### src/hdl/glos_pkg.sv
`default_nettype none

package glos_pkg;

  // coordinate and register widths
  localparam int CW           = 6;
  localparam int SIZE_W       = 7;
  localparam int RW           = CW + 3;
  localparam int MAX_SIDE_DEF = 64;
  localparam int SIZE_RESET   = 64;

  // register indexes
  localparam logic REG_ROWS = 1'b0;
  localparam logic REG_COLS = 1'b1;

  // item opcodes
  localparam logic OP_WRITE = 1'b0;
  localparam logic OP_QUERY = 1'b1;

  typedef enum logic [2:0] {
    ST_CLEAR,
    ST_IDLE,
    ST_DECODE,
    ST_WR_MOD,
    ST_WALK,
    ST_FINISH
  } state_t;

  // controller to datapath
  typedef struct packed {
    logic load_item;
    logic setup;
    logic rd_en;
    logic wr_cell;
    logic walk;
    logic load_out;
    logic clear;
  } cmd_t;

  // datapath to controller
  typedef struct packed {
    logic is_query;
    logic bad;
    logic walk_last;
    logic clear_last;
    logic out_free;
    logic cfg_hit;
  } sts_t;

endpackage

`default_nettype wire

### src/hdl/glos_ctrl.sv
`default_nettype none

module glos_ctrl (
  input  wire logic          clk,
  input  wire logic          rst,
  input  wire logic          in_valid,
  input  wire glos_pkg::sts_t sts,
  output glos_pkg::cmd_t     cmd,
  output logic               in_stall
);
  import glos_pkg::*;

  state_t state;
  state_t state_next;

  always_ff @(posedge clk) begin
    if (rst) begin
      state <= ST_CLEAR;
    end else begin
      state <= state_next;
    end
  end

  always_comb begin
    state_next = state;
    unique case (state)
      ST_CLEAR: begin
        if (sts.clear_last) state_next = ST_IDLE;
      end
      ST_IDLE: begin
        if (in_valid) state_next = ST_DECODE;
      end
      ST_DECODE: begin
        if (sts.bad) begin
          state_next = ST_FINISH;
        end else if (!sts.is_query) begin
          state_next = ST_WR_MOD;
        end else begin
          state_next = ST_WALK;
        end
      end
      ST_WR_MOD: begin
        state_next = ST_FINISH;
      end
      ST_WALK: begin
        if (sts.walk_last) state_next = ST_FINISH;
      end
      ST_FINISH: begin
        if (sts.out_free) state_next = ST_IDLE;
      end
      default: begin
        state_next = ST_CLEAR;
      end
    endcase
    // a size write restarts the map clear
    if (sts.cfg_hit) state_next = ST_CLEAR;
  end

  always_comb begin
    cmd      = '0;
    in_stall = 1'b1;
    unique case (state)
      ST_CLEAR: begin
        cmd.clear = 1'b1;
      end
      ST_IDLE: begin
        in_stall      = 1'b0;
        cmd.load_item = in_valid;
      end
      ST_DECODE: begin
        cmd.setup = 1'b1;
        cmd.rd_en = 1'b1;
      end
      ST_WR_MOD: begin
        cmd.wr_cell = 1'b1;
      end
      ST_WALK: begin
        cmd.walk  = 1'b1;
        cmd.rd_en = 1'b1;
      end
      ST_FINISH: begin
        cmd.load_out = sts.out_free;
      end
      default: begin
        cmd = '0;
      end
    endcase
  end

endmodule

`default_nettype wire

### config.mk
export PLATFORM = sky130hd
export DESIGN_NAME = glos_ctrl
export DESIGN_NICKNAME = d
export VERILOG_FILES = /design/src/hdl/glos_pkg.sv /design/src/hdl/glos_ctrl.sv
export SDC_FILE = /design/constraint.sdc
export NUM_CORES = 1
export LEC_CHECK = 0
export ABC_AREA = 1
export BUFFER_PORTS_ARGS = -buffer_cell sky130_fd_sc_hd__buf_4
export CAP_MARGIN = 25
export CORE_AREA = 4 4 41 43
export CTS_BUF_LIST = sky130_fd_sc_hd__clkbuf_4
export DETAILED_ROUTE_END_ITERATION = 16
export DIE_AREA = 0 0 45 47
export PLACE_DENSITY = 0.45
export SKIP_LAST_GASP = 1
export SYNTH_ARGS = -nofsm -noshare
export SYNTH_HDL_FRONTEND = slang
export SYNTH_SLANG_ARGS = --single-unit
### constraint.sdc
create_clock -name clk -period 1.4 [get_ports clk]
set_clock_uncertainty 0.1 [all_clocks]
set_input_delay 0.21 -clock clk [delete_from_list [all_inputs] [get_ports clk]]
set_output_delay 0.21 -clock clk [all_outputs]
set_load 0.05 [all_outputs]
==> metrics.txt <==
run status finished with violations; failing checks setup timing; clock buffer depth 2; crit-path max cell delay 0.38 ns; Leak 0.299 nW; number of DRC markers in iteration 0 7; crit path cell chain inv_4, nor2_4, nand2_4, nor2_4, buf_8; Worst Reg-to-Reg Cells 8; vias in the first global route 388; critical path arrival 1.14 ns; syn_nets 66; Mapped Avg Cell Area 5.55 µm²; WL per Instance ~9.3 µm; # nets final 88; Synth area leader nand2_1; clk sinks 3; Final WS setup -0.0465 ns; period utilization 103%; Root Driver clkbuf_4; initial antenna violation count 0; cell area after synthesis 317 µm²; DR DRC count 0; die footprint 0.00212 mm²; #FFs+latches synth 3; Hold Crit Depth 4; GRT Total Usage 10.7%; DRT Pass-1 Iters 4; Slew @ Worst Pin 0.194 ns; largest net degree at the start of global routing 10; dpl cells 88; Worst setup SP type register; Top reg by flops state; Fmax 691 MHz; worst skew pair latency about 0.23 ns; first-pass GRT wire length 1610 µm; Port Buffer Count 16; Ys Warns 0; share of post-route cells with drive strength above 1 ~56%; CTS buffer count 3; Largest register FFs 3; crit-path most repeated cell nor2_4; top flop regs state: 3 flops; main area contributors after synthesis nand2_1 (21%), dfxtp_1 (19%), inv_1 (9.5%), nor2_1 (9.5%), nand3_1 (6.3%); area of the core about 0.0013 mm²; vias per cell 4.29; Reg area 68.8 µm²; pwr/cell area 772 mW/mm²; Core Util, Final 44.9%; Cells after Synth 57; fin crit period 1.45 ns; fin area between 500 and 600 µm²; CTS Hold Bufs 0; Final Power 0.451 mW; CTS tree done; Multi-input gate area 241 µm²; Die H 47 µm; ANT nets after route 0; count of cell types in the netlist 18; total wire length between 800 and 900 µm; CP max FO 5; final setup fails 4; Inserted Diodes 0; Max Slew Vio Count 0; Finished Layout Cells 93; FILL cells 147; Yosys top cell area share 21.3%; final hold vios 0; pre-CTS WS roughly 0.07 ns; Initial Util 24.3%; Std-Cell Rows 13; DP Area 482 µm²; Sum Neg Setup Slack -0.0994 ns; Final Wtd Congestion between 0.7 and 0.8; maxcap violations 0; Clock transition at path regs 0.04 ns; Critical Setup Path Class reg -> out; Die W between 40 and 50 µm; area delta synth->final 84.6%; HP Class in -> reg; IO Pins 17; vias between 300 and 400; crit path max-delay cell type dfxtp_4; RSZ-0062 raised after global routing yes; VDD IR max 346 µV; crit end category output port; Seq/Total Area, Yosys roughly a fifth; final hold slack 0.140 ns; H-tree depth 1; CP required 1.09 ns; dpl hpwl 685 µm; Overflow after GRT 0; Slew headroom 86.9%
## cell usage after synthesis
| master | n |
|---|---|
| a21oi_1 | 1 |
| buf_6 | 1 |
| dfxtp_1 | 3 |
| inv_1 | 8 |
| inv_2 | 2 |
| inv_4 | 1 |
| nand2_1 | 18 |
| nand2_2 | 1 |
| nand3_1 | 4 |
| nand3_2 | 1 |
| nand3b_2 | 1 |
| nand4_1 | 1 |
| nor2_1 | 8 |
| nor2_2 | 2 |
| nor2_4 | 1 |
| nor3_1 | 1 |
| o21ai_0 | 2 |
| or2_2 | 1 |
## where the power goes
part / internal (mW) / switching (mW)
Clock: 0.126 / 0.0454
Combinational: 0.0744 / 0.108
Sequential: 0.0893 / 0.00763
Total: 0.290 / 0.161
## kinds of logic after synthesis
group	count (synthesis)	share of synthesized area, %
buffers and inverters	12	17.4
AND/OR/NAND/NOR	39	58.9
AO/OA/AOI/OAI	3	4.74
flip-flops	3	19.0
## placed cells by master (no fill, tap or decap), drive strengths merged
cell	synthesis	routed
nand3	5	5
dfxtp	3	3
inv	11	11
nand2	19	19
clkbuf	0	4
nand3b	1	1
buf	1	18
nor2	11	11
nor3	1	1
nand4	1	1
or2	1	1
a21oi	1	1
o21ai	2	2
## what timing repair did
action	4_1_cts	5_1_grt
resized for setup	13	10
setup endpoints to repair	6	8
pin swaps	0	5
setup buffers	0	1
## critical path, delay by kind of cell, from the launching register on
| family | cells | cell delay [ns] |
|---|---|---|
| buffers and inverters | 2 | 0.20 |
| flip-flops | 1 | 0.38 |
| AND/OR/NAND/NOR | 3 | 0.33 |
## path summary, 6_finish.rpt
path,slack (ns),endpoint,startpoint
setup / recovery,-0.05,cmd[6],state[0]
hold / removal,0.14,state[1],rst
setup reg to reg,0.20,state[2],state[0]
hold reg to reg,0.58,state[0],state[0]
## cell type report
class / instances / share of cell area (%)
Tap cell: 15 / 3.21
Multi-Input combinational cell: 42 / 41.3
Sequential cell: 3 / 11.8
Inverter: 11 / 8.78
Clock buffer: 4 / 5.14
Timing Repair Buffer: 18 / 29.8
## routing by layer
metal,vias to the layer above,global-route usage [%],part of all wire [%],wire length (µm)
li1,219,-,-,-
met1,167,13.3,43,376
met2,11,15.8,50,433
met3,2,3.45,4.9,43
met4,0,7.02,1.7,15
met5,-,0,0,0
(Power assumes the default switching activity.)
